$ cat src/rtl/core/sidta_pkg.sv
// shared types, constants and the power-of-ten table for the decimal text formatter
package sidta_pkg;

  localparam int unsigned ValueW = 32;
  localparam int unsigned CharW  = 7;
  localparam int unsigned IdxW   = 4;
  localparam int unsigned WideW  = 34;

  localparam logic [CharW-1:0] CharMinus = 7'd45;
  localparam logic [CharW-1:0] CharZero  = 7'd48;
  localparam int unsigned      Radix     = 10;

  // one formatting job: sign, magnitude and index of the leading digit
  typedef struct packed {
    logic              neg;
    logic [ValueW-1:0] mag;
    logic [IdxW-1:0]   top;
  } job_t;

  // one output character
  typedef struct packed {
    logic [CharW-1:0] char_code;
    logic             last;
  } char_t;

  function automatic logic [WideW-1:0] pow10(input logic [IdxW-1:0] k);
    logic [WideW-1:0] p;
    case (k)
      4'd0:    p = 34'd1;
      4'd1:    p = 34'd10;
      4'd2:    p = 34'd100;
      4'd3:    p = 34'd1000;
      4'd4:    p = 34'd10000;
      4'd5:    p = 34'd100000;
      4'd6:    p = 34'd1000000;
      4'd7:    p = 34'd10000000;
      4'd8:    p = 34'd100000000;
      4'd9:    p = 34'd1000000000;
      4'd10:   p = 34'd10000000000;
      default: p = 34'd0;
    endcase
    return p;
  endfunction

endpackage

$ cat src/rtl/core/sidta_front.sv
// front end: accepts values, forms sign, magnitude and leading-digit index, queues jobs
module sidta_front (
  input  logic                              clk_i,
  input  logic                              rst_ni,
  input  logic                              push,
  output logic                              full,
  input  logic [sidta_pkg::ValueW-1:0]      value_i,
  output logic                              job_valid_o,
  output sidta_pkg::job_t                   job_o,
  input  logic                              job_take_i
);

  sidta_pkg::job_t mem_q [2];
  logic            wr_ptr_q, wr_ptr_d;
  logic            rd_ptr_q, rd_ptr_d;
  logic [1:0]      cnt_q, cnt_d;
  logic            wr_en, rd_en;
  sidta_pkg::job_t job_new;

  always_comb begin
    job_new.neg = value_i[sidta_pkg::ValueW-1];
    job_new.mag = job_new.neg ? (~value_i + 32'd1) : value_i;
    job_new.top = '0;
    for (int k = 1; k < sidta_pkg::Radix; k++) begin
      if ({2'b00, job_new.mag} >= sidta_pkg::pow10(4'(k))) begin
        job_new.top = job_new.top + 4'd1;
      end
    end
  end

  assign full        = (cnt_q == 2'd2);
  assign job_valid_o = (cnt_q != 2'd0);
  assign job_o       = mem_q[rd_ptr_q];
  assign wr_en       = push && !full;
  assign rd_en       = job_take_i && job_valid_o;

  always_comb begin
    wr_ptr_d = wr_ptr_q ^ wr_en;
    rd_ptr_d = rd_ptr_q ^ rd_en;
    cnt_d    = cnt_q + {1'b0, wr_en} - {1'b0, rd_en};
  end

  always_ff @(posedge clk_i or negedge rst_ni) begin
    if (!rst_ni) begin
      wr_ptr_q <= 1'b0;
      rd_ptr_q <= 1'b0;
      cnt_q    <= 2'd0;
    end else begin
      wr_ptr_q <= wr_ptr_d;
      rd_ptr_q <= rd_ptr_d;
      cnt_q    <= cnt_d;
    end
  end

  always_ff @(posedge clk_i) begin
    if (wr_en) begin
      mem_q[wr_ptr_q] <= job_new;
    end
  end

endmodule

$ cat config.mk
export PLATFORM = sky130hd
export DESIGN_NAME = sidta_front
export DESIGN_NICKNAME = d
export VERILOG_FILES = /design/src/rtl/core/sidta_pkg.sv /design/src/rtl/core/sidta_front.sv
export SDC_FILE = /design/constraint.sdc
export NUM_CORES = 1
export LEC_CHECK = 0
export BUFFER_PORTS_ARGS = -buffer_cell sky130_fd_sc_hd__buf_2
export CAP_MARGIN = 40
export CORE_MARGIN = 3
export CORE_UTILIZATION = 51
export CTS_BUF_LIST = sky130_fd_sc_hd__clkbuf_8
export DETAILED_ROUTE_END_ITERATION = 7
export PLACE_DENSITY = 0.82
export SLEW_MARGIN = 10
export SYNTH_ARGS = -nofsm -noshare
export SYNTH_HDL_FRONTEND = slang
export SYNTH_SLANG_ARGS = --single-unit
$ cat constraint.sdc
create_clock -name clk_i -period 1.8 [get_ports clk_i]
set_input_delay 0 -clock clk_i [delete_from_list [all_inputs] [get_ports clk_i]]
set_output_delay 0 -clock clk_i [all_outputs]
set_load 0.05 [all_outputs]
# Yosys cells after proc, flatten, opt, wreduce, memory -nomap -nowiden
# Memories as Yosys holds them, arrays and structs flattened.
# Cells that the tools add are included.
[classes]
n_addsub = 11
magnitude_cmp = 9
n_eq_ne = 1
mux = 12
n_bitwise = 3
reduce_logical = 4
[op_table]
columns = ["op", "count"]
rows = [
  ["$add 32x1->32 const B", 1],
  ["$add 4x1->4 const B", 8],
  ["$ge 32x10->1 const B", 1],
  ["$ge 32x14->1 const B", 1],
  ["$ge 32x17->1 const B", 1],
  ["$ge 32x20->1 const B", 1],
  ["$ge 32x24->1 const B", 1],
  ["$ge 32x27->1 const B", 1],
  ["$ge 32x30->1 const B", 1],
  ["$ge 32x4->1 const B", 1],
  ["$ge 32x7->1 const B", 1],
  ["$mux 32", 1],
  ["$mux 4", 8],
  ["$not 32->32", 1],
  ["$mux 1", 3],
  ["$add 2x1->2", 1],
  ["$eq 2x2->1 const B", 1],
  ["$logic_and 1x1->1", 2],
  ["$reduce_bool 2->1", 1],
  ["$sub 2x1->2", 1],
  ["$xor 1x1->1", 2],
  ["$logic_not 1->1", 1],
]
[word_totals]
register_bits = 4
mem_bits_rw = 74
inputBits = 36
elab_cells = 44
n_memories = 1
[memory_table]
columns = ["name", "words", "word_bits", "read_ports", "rd_clocked_by_memory_dff", "wr", "line_no", "text"]
rows = [
  ["mem_q", 2, 37, 1, 0, 1, "sidta_front.sv:13", "sidta_pkg::job_t mem_q [2];"],
]

# Depth between registers and ports, before layout
[logic_depth]
word_depth = 21
ltp_mapped = 31
mapped_depth_nobuf = 30

# Least setup slack after synthesis
# No wires, ideal clock.
[synth_path]
path_type = "input-to-reg"
from = "in value_i[1] in the netlist's numbering"
to = "mem mem_q[0][1] in the netlist's numbering, data pin"
t_arrival_ns = 5.556
required_time_ns = 1.538
path_slack_ns = -4.019
path_stages = 27
cell_sequence = "inv_1 ha_1 nor4b_4 nand3_4 or3b_2 a211oi_1 o31a_4 nand4_2 nor4_1 inv_1 ha_1 or2_2 ha_1 mux2_2 xor2_1 nand2_1 o21ai_0 inv_1 ha_1 inv_1 xnor2_1 a222oi_1 ha_1 nand2_1 o221ai_1 ha_1 mux2_2"
[synth_rtl]
columns = ["element", "line_no", "text"]
rows = [
  ["from (decl)", "sidta_front.sv:7", "input logic [sidta_pkg::ValueW-1:0] value_i,"],
  ["to (decl)", "sidta_front.sv:13", ""],
]

==> results.toml <==
[outcome]
status = "complete, but fails checks"
violations = "setup timing"

[power]
p_per_area_nw_per_um2 = 986
p_leak_nw = 3.27
vdd_drop_max_uv = 1040

[cells_and_area]
final_layout_size_suffix_gt1_share_pct = 53.7
fillCellCount = 643
post-route-util_pct = 77.1
nets = 793
final_cell_mix = "172 x buf_4, 74 x edfxtp_1, 70 x buf_2"
fin_cells = 886
syn_to_final_growth_pct = 45.6
layout_commonest_cell = "buf_4"

[sta]
fin_crit_sh_pct = 283
slew_viol_final = 0
fmax_mhz = 197
finalSetupViolations = 8
fin_setup_tns_ps = -23830
clock_skew_ps = 7.88
finalWorstSetupSlack_ps = -3290
hold_viol_final = 0
max_slew_margin_pct = 66.0
fin_crit_ps = 5090
worstMarginPinSlew_ps = 506
rsz0062_at_grt = "true"
whs_ps = 22.3

[synthesis]
syn-cell-area_um2 = 5520
synth_nets = 547
async_flop_share_pct = 5.13
synthDistinctLibCells = 86
yosysWarningCount = 0
synth-main-ff-cell = "edfxtp_1"
ys_top_cells_by_area = "edfxtp_1 40%, mux2_2 8.2%, xnor2_1 4.0%"
ys_seq_area_share_pct = 42.1
avgSynthCellArea_um2 = 11.1
synth_edf_count = 74
yosys.area.top_type = "edfxtp_1"
postSynthCellCount = 498
synth_top_area_share_pct = 40.3
ys_ff_latch = 78

[worst_setup_path]
r2r_end = "cnt_q[1]"
crit_type = "primary input to register"
reg2reg_slack_ps = 90
cpMaxStageDelayCell = "o31ai_2"
crit_family = "simple AND/OR/NAND/NOR gates"
path_max_fanout = 5
critPathArrivalTime_ps = 5260
endpoint_kind = "register"
crit_required_ps = 1980
reg2reg_depth = 7
path_buf_inv = 7
regToRegStartpoint = "cnt_q[1]"
critPathLaunchType = "primary input"
slowest_delay_ps = 390

[global_route]
antenna_found_initial = 1
grt_overflow_total = 0
grt_usage_pct = 27.1
grt_first_pass_wirelength_um = 25200
first_global_vias = 5042
grt_max_degree = 39

[floorplan]
die_w_um = 110
core_area_um2 = 10400
num_rows = 37
die_area_um2 = 12100
pin_count = 75
initial_core_util_pct = 53.0
die_y_um = 110

[clock_tree]
clkLatencyLatePin_ps = 350
cts.sinks = 78
numCtsBuffers = 9
cts_tree = "done"
clk_path_buf_depth = 2
path_clk_slew_ps = 80
cts_max_level = 3
root_buffer = "clkbuf_8"

[worst_hold_path]
hold_class = "primary input to register"
min_from = "job_take_i"
min_to = "rd_ptr_q"
whs_path_depth = 3

[detailed_routing]
wirelength_um = 16600
vias_per_cell = 5.74
antenna_left = 0
wire_per_inst_um = 18.7
drtIter0Drc = 467
drt_first_pass_iters = 7
num_vias = 5090
drcViolationCount = 0

[placement]
gp_congestion = 0.983
port-buffer-count = 74
placedCellCount = 851
dp_hpwl_um = 12100

[flow_run]
drv_cap = 0
tightest hold or removal path, cell delays in order:
cell and delay [ps]:
buf_2 70, and2_1 160, xor2_1 90
Yosys cell counts, types with 7 or more instances:
master,instances
a21oi_1,12
a31oi_1,9
buf_2,7
clkbuf_1,15
edfxtp_1,74
ha_1,13
inv_1,30
mux2_2,40
nand2_1,31
nand3_1,9
nand4_1,8
nor2_1,26
nor3_1,13
nor4_1,11
o21ai_0,17
o31ai_1,9
xnor2_1,25
xor2_1,18
power by group:
part	switching [mW]	internal (mW)
registers	0.126	2.52
clock network	0.595	0.616
logic	2.70	1.36
total	3.42	4.50
stage by stage:
step / total power, mW / instance area [um2] / setup slack, ps
floorplan: 5.45 / 5700 / -3500
global placement: 6.52 / 7440 / -3630
detailed placement: 6.63 / 7440 / -3750
CTS: 7.85 / 7870 / -3190
global route: 8.25 / 8030 / -3530
finish: 7.92 / 8030 / -3290
metal layers:
metal	wire [um]	GRT usage (%)	share of wire (%)	vias to the layer above
li1	-	-	-	2386
met1	6690	35.1	40	2433
met2	8430	46.8	51	244
met3	1190	4.31	7.2	27
met4	261	8.19	1.6	0
met5	0	0	0	-
registers in the layout, summed over array words and instances, names as in the netlist:
signal and cells:
wr_ptr_q 1, mem_q 74, rd_ptr_q 1, cnt_q 2
worst max-delay path by stage:
stage                startpoint          end  slack (ps)  cells after the start
detailed placement   value_i[1]  mem_q[1][1]       -3750                     29
global placement     value_i[1]  mem_q[0][1]       -3630                     30
finish              value_i[18]  mem_q[1][3]       -3290                     31
floorplan            value_i[4]  mem_q[0][1]       -3500                     27
CTS                  value_i[0]  mem_q[1][1]       -3190                     30
global route        value_i[18]  mem_q[1][3]       -3530                     31
layout make-up:
class                      count  area [um2]  area share [%]
inverter                      34         145            1.81
clock buffer                   9         124            1.54
tap                          136         170            2.12
timing repair buffer         263        1940            24.1
multi-input combinational    358        3270            40.8
clock inverter                 7        56.3           0.701
antenna                        1        2.50          0.0312
sequential                    78        2320            28.9
cells by family after synthesis:
group                      synth area share, %
DFF                                       42.1
buffers and inverters                     4.92
AOI/OAI and AO/OA                         15.3
adders and majority gates                 2.95
and+or+nand+nor                           16.9
muxes                                     8.89
xor gates and xnor gates                  9.03
timing repair:
| item | CTS | global route |
|---|---|---|
| setup buffers | 13 | 3 |
| resized for setup | 25 | 24 |
| hold endpoints to repair | 6 | 0 |
| hold buffers | 3 | 0 |
| endpoints found under the setup margin | 10 | 11 |
| pin swaps | 20 | 16 |
(Power assumes the default switching activity.)
