[src/rtl/core/sidta_pkg.sv]
// shared types, constants and the power-of-ten table for the decimal text formatter
package sidta_pkg;

  localparam int unsigned ValueW = 32;
  localparam int unsigned CharW  = 7;
  localparam int unsigned IdxW   = 4;
  localparam int unsigned WideW  = 34;

  localparam logic [CharW-1:0] CharMinus = 7'd45;
  localparam logic [CharW-1:0] CharZero  = 7'd48;
  localparam int unsigned      Radix     = 10;

  // one formatting job: sign, magnitude and index of the leading digit
  typedef struct packed {
    logic              neg;
    logic [ValueW-1:0] mag;
    logic [IdxW-1:0]   top;
  } job_t;

  // one output character
  typedef struct packed {
    logic [CharW-1:0] char_code;
    logic             last;
  } char_t;

  function automatic logic [WideW-1:0] pow10(input logic [IdxW-1:0] k);
    logic [WideW-1:0] p;
    case (k)
      4'd0:    p = 34'd1;
      4'd1:    p = 34'd10;
      4'd2:    p = 34'd100;
      4'd3:    p = 34'd1000;
      4'd4:    p = 34'd10000;
      4'd5:    p = 34'd100000;
      4'd6:    p = 34'd1000000;
      4'd7:    p = 34'd10000000;
      4'd8:    p = 34'd100000000;
      4'd9:    p = 34'd1000000000;
      4'd10:   p = 34'd10000000000;
      default: p = 34'd0;
    endcase
    return p;
  endfunction

endpackage

[src/rtl/core/sidta_outq.sv]
// output queue: two-entry character buffer between the back end and the result port
module sidta_outq (
  input  logic                          clk_i,
  input  logic                          rst_ni,
  input  logic                          wr_i,
  input  sidta_pkg::char_t              wr_data_i,
  output logic                          full_o,
  output logic                          empty,
  input  logic                          pop,
  output logic [sidta_pkg::CharW-1:0]   char_code_o,
  output logic                          last_o
);

  sidta_pkg::char_t mem_q [2];
  logic             wr_ptr_q, rd_ptr_q;
  logic [1:0]       cnt_q, cnt_d;
  logic             wr_en, rd_en;

  assign full_o      = (cnt_q == 2'd2);
  assign empty       = (cnt_q == 2'd0);
  assign wr_en       = wr_i && !full_o;
  assign rd_en       = pop && !empty;
  assign char_code_o = mem_q[rd_ptr_q].char_code;
  assign last_o      = mem_q[rd_ptr_q].last;

  always_comb begin
    cnt_d = cnt_q + {1'b0, wr_en} - {1'b0, rd_en};
  end

  always_ff @(posedge clk_i or negedge rst_ni) begin
    if (!rst_ni) begin
      wr_ptr_q <= 1'b0;
      rd_ptr_q <= 1'b0;
      cnt_q    <= 2'd0;
    end else begin
      wr_ptr_q <= wr_ptr_q ^ wr_en;
      rd_ptr_q <= rd_ptr_q ^ rd_en;
      cnt_q    <= cnt_d;
    end
  end

  always_ff @(posedge clk_i) begin
    if (wr_en) begin
      mem_q[wr_ptr_q] <= wr_data_i;
    end
  end

endmodule

[config.mk]
export PLATFORM = sky130hd
export DESIGN_NAME = sidta_outq
export DESIGN_NICKNAME = d
export VERILOG_FILES = /design/src/rtl/core/sidta_pkg.sv /design/src/rtl/core/sidta_outq.sv
export SDC_FILE = /design/constraint.sdc
export NUM_CORES = 1
export LEC_CHECK = 0
export ABC_AREA = 1
export BUFFER_PORTS_ARGS = -buffer_cell sky130_fd_sc_hd__buf_4
export CORE_MARGIN = 1.5
export CORE_UTILIZATION = 53
export DETAILED_ROUTE_END_ITERATION = 12
export GPL_TIMING_DRIVEN = 1
export HOLD_SLACK_MARGIN = 0.03
export PLACE_DENSITY = 0.8
export SLEW_MARGIN = 30
export SYNTH_ARGS = -nofsm -noshare
export SYNTH_HDL_FRONTEND = slang
export SYNTH_SLANG_ARGS = --single-unit
[constraint.sdc]
create_clock -name clk_i -period 2.5 [get_ports clk_i]
set_input_delay 0.5 -clock clk_i [delete_from_list [all_inputs] [get_ports clk_i]]
set_output_delay 0.5 -clock clk_i [all_outputs]
set_load 0.05 [all_outputs]
==> After elaboration in Yosys (flattened, before gate mapping) <==
Memories as Yosys holds them, arrays and structs flattened.
Index checks and enable logic that the tools add are counted.
{ "op_classes": {"addsub": 2, "eq_ne": 1, "n_mux": 2, "n_bitwise": 2, "n_reduce_logical": 5} }
{ "op_table": {"columns": ["cell", "count"], "rows": [
  ["$add A2 B1 Y2", 1],
  ["$eq A2 B2 Y1 const B", 1],
  ["$logic_and A1 B1 Y1", 2],
  ["$logic_not A1 Y1", 2],
  ["$logic_not A2 Y1", 1],
  ["$mux W1", 2],
  ["$sub A2 B1 Y2", 1],
  ["$xor A1 B1 Y1", 2]
]} }
{ "word_totals": {"regBits": 4, "ramBits": 16, "inputBits": 12, "out_inout_bits": 10, "mem_count": 1} }
{ "mem_list": {"columns": ["name", "words", "width", "rd", "rd_ports_with_merged_regs", "wr", "line_no", "rtl"], "rows": [
  ["mem_q", 2, 8, 1, 0, 1, "sidta_outq.sv:14", "sidta_pkg::char_t mem_q [2];"]
]} }

==> Logic depth before layout (Yosys ltp) <==
{ "logic_depth": {"word_depth": 5, "mapped_depth": 10, "mapped_depth_nobuf": 10} }

==> Least setup slack after synthesis <==
Ideal clock, no wire load.
{ "synth_path": {"path_type": "reg2out", "start": "register cnt_q[0]", "end": "output port full_o", "t_arrival_ns": 1.080, "slack_ns": 0.920, "stages_incl_launch_ff": 2, "path_buffers": 0, "cell_sequence": "dfrtp_1 nor2_1"} }
{ "synth_via": {"elab_chain_cells": 1} }
{ "synth_lines": {"columns": ["element", "line_no", "rtl"], "rows": [
  ["start, declared", "sidta_outq.sv:16", "logic [1:0] cnt_q, cnt_d;"],
  ["start signal, assigned", "sidta_outq.sv:38", "cnt_q <= cnt_d;"],
  ["$eq A2 B2 Y1", "sidta_outq.sv:19", "assign full_o = (cnt_q == 2'd2);"],
  ["end, declared", "sidta_outq.sv:7", "output logic full_o,"]
]} }
No other way between the ends.

==> Worst setup path after layout <==
{ "layout_path": {"start": "register rd_ptr_q", "end": "output port char_code_o[6] (netlist name)"} }
{ "layout_via": {"elab_chain_cells": 1} }
{ "layout_lines": {"columns": ["element", "line_no", "rtl"], "rows": [
  ["start, declared", "sidta_outq.sv:15", "logic wr_ptr_q, rd_ptr_q;"],
  ["start signal, assigned", "sidta_outq.sv:37", "rd_ptr_q <= rd_ptr_q ^ rd_en;"],
  ["$mem_v2 Z2 W8", null, null],
  ["end, declared", "sidta_outq.sv:10", "output logic [sidta_pkg::CharW-1:0] char_code_o,"]
]} }
No other way between the ends.

==> summary.txt <==
Global routing
  – Vias in the first global route: 504
  – Final global-route overflow total: 0
  – First-pass GRT wire length: 2.04 mm
  – Largest net degree at the start of global routing: 12
  – Met2 Resource Use GR: 28.8%
  – Gr usage total: 16.0%
  – Busiest metal layer after global routing: met2
  – Global-route track usage on met1: 17.5%
  – Initial antenna violation count: 0
  – GRT met3 Usage: 2.55%

Detailed routing
  – Number of nets still failing antenna checks after routing: 0
  – WL per Instance: 12.1 um
  – Routed via count divided by cell count: 4.96
  – Number of design-rule violations left by the first detailed-router iteration: 6
  – Total wire length after detailed routing: 1.38 mm
  – First-pass DRT Iterations: 3
  – Drt drc: 0
  – Vias post-DR: 565

Die
  – Std-Cell Core Area: 1490 sq um
  – Die Width: 42.8 um
  – Row cnt: 14
  – Die Height: 42.8 um
  – Total die area: 1830 sq um
  – Starting density of the core: 56.4%
  – Num ports: 22

Power and ir drop
  – Worst vdd rail ir drop: 0.725 mV
  – Static Leak: 0.508 nW
  – PwrDens: 1350 nW/um^2

Worst setup path
  – Category of the most critical setup path: flop to output port
  – Element type at the critical path start: flop
  – CP max FO: 10
  – Worst Path Arrival: 1330 ps
  – Data required time of the critical path: 2000 ps
  – Endpoint kind of the worst setup timing path: output port

Layout
  – Layout Area Growth over Synthesis: 24.1%
  – Antenna diodes: 0
  – Post-layout instance area: 1040 sq um
  – Proportion of layout cells with a drive suffix above 1: 31.6%
  – Number of nets at the end of the flow: 115
  – Final Non-Filler Cells: 114

Yosys
  – Summed instance area of the synthesized netlist: 840 sq um
  – Share of synthesized flip-flops with an asynchronous set or reset: 20.0%
  – Count of state elements after synthesis: 20
  – Area contributors post-synth: edfxtp_1, nand2_1, dfrtp_1, ha_1, inv_1
  – Most used standard cells in the synthesized netlist: nand2_1, edfxtp_1, inv_1, dfrtp_1, ha_1
  – Post-Syn Instances: 73
  – Syn. warnings: 0
  – Share of Yosys cell area claimed by the top area cell type: 57.2%
  – Distinct cell type count of the synthesized netlist: 12
  – Main synth FF type: edfxtp_1
  – Synth area leader: edfxtp_1
  – Mean instance size in the synthesized netlist: 11.5 sq um
  – Sequential element share of the synthesized area: 69.2%
  – Cell with the most instances after synthesis: nand2_1
  – Net count after synthesis: 89
  – Number of enable-type register cells in the synthesized netlist: 16

STA
  – Transition time of the tightest slew-check pin: 430 ps
  – Period Utilization, post-route: 73.2%
  – Slew Viols, Final: 0
  – Fmax: 546 MHz
  – Fin Clk Skew: 4.67 ps
  – Slew Limit Headroom: 71.3%
  – Min Tclk post-route: 1830 ps
  – Hold WS: 383 ps
  – Final hold violation count: 0
  – Total negative setup slack: 0 ps
  – Unrepaired setup endpoints after global routing: no
  – Number of setup violations in the final report: 0

Worst hold path
  – Class of the worst hold path: input pin to flop

Clock network
  – Worst-skew pair later-pin latency: 290 ps
  – # resized after CTS: 0
  – Clock tree root driver cell: clkbuf_4
  – TritonCTS Sinks: 20
  – Total clock buffers created by CTS: 3
  – Clock tree from TritonCTS: yes
  – Depth of the CTS H-tree: 1
  – Bufs on Longest Clock Path: 2
  – Clock transition at the registers of the reported paths: 100 ps

Status
  – Status: complete, no violations

Placement
  – Final weighted congestion in routability-driven placement: 0.731
  – Port Buffers: 21
  – Half-perimeter wire length of the detailed placement result: 977 um
  – Placed cell count: 109
  – Cell area reported after detailed placement: 1010 sq um

Flow run
  – # Max-Cap Violations: 0
==> final cells by class <==
| cell class | instances | area (sq um) |
|---|---|---|
| Clock buffer | 4 | 26.3 |
| Fill cell | 102 | 447 |
| Inverter | 11 | 46.3 |
| Multi-Input combinational cell | 41 | 201 |
| Sequential cell | 20 | 581 |
| Tap cell | 16 | 20.0 |
| Timing Repair Buffer | 22 | 168 |
==> cells in the final DEF, fill, tap and decap left out <==
cell type and n:
nand3_1 2, nand2_2 2, edfxtp_1 16, inv_6 1, clkbuf_4 3, clkbuf_1 1, inv_2 3, ha_1 4
buf_4 21, dfrtp_1 4, dlygate4sd3_1 1, nor2_1 1, inv_1 7, o21ai_2 1, nand2_1 31
==> critical path, stage by stage, from the launching register on <==
cell and delay (ps):
dfrtp_1 550, inv_6 160, nand2_1 70, nand2_1 70, buf_4 200
==> final timing paths <==
check | startpoint | end | slack [ps] | depth (start not counted)
worst max-delay path | rd_ptr_q$_DFF_PN0_ | char_code_o[6] | 670 | 4
max in group asynchronous | rst_ni | rd_ptr_q$_DFF_PN0_ | 1870 | 2
worst max register to register | cnt_q[1]$_DFF_PN0_ | cnt_q[1]$_DFF_PN0_ | 1070 | 10
worst min register to register | cnt_q[1]$_DFF_PN0_ | cnt_q[1]$_DFF_PN0_ | 600 | 3
worst min-delay path | wr_data_i[3] | mem_q[0][3]$_DFFE_PP_ | 380 | 1
min in group asynchronous | rst_ni | cnt_q[0]$_DFF_PN0_ | 530 | 2
==> state kept, by name, summed over array words and instances (netlist names) <==
register,count
wr_ptr_q,1
cnt_q,2
mem_q,16
rd_ptr_q,1
==> metal layers <==
metal	wire length [um]	up-vias	share of wire [%]
met4	27	0	2.0
li1	-	285	-
met3	57	4	4.1
met1	558	261	40
met2	736	15	53
met5	0	-	0
==> power by group <==
| part | internal (W) | switching [W] |
|---|---|---|
| registers | 0.000464 | 0.0000662 |
| clock network | 0.0000621 | 0.0000894 |
| logic | 0.000212 | 0.000516 |
==> cells by family after synthesis <==
kind of cell | Yosys count | share of synthesized area, %
compound gates | 1 | 1.04
fa+ha+maj | 4 | 5.96
buf+inv | 12 | 6.86
flops | 20 | 69.2
simple gates | 36 | 17.0
==> per-stage QoR <==
step	util (%)	total power (W)	setup slack (ps)
2_1_floorplan	-	0.00107	920
3_3_place_gp	67.6	0.00125	1010
3_5_place_dp	67.6	0.00127	994
4_1_cts	70.0	0.00143	658
5_1_grt	70.0	0.00149	609
6_report	70.0	0.00141	670
==> repair_timing <==
item / in CTS / in global routing
hold buffers: 1 / 0
buffers inserted: 0 / 0
hold endpoints to repair: 4 / 0
Note: power is estimated with default switching activity, not from simulation.
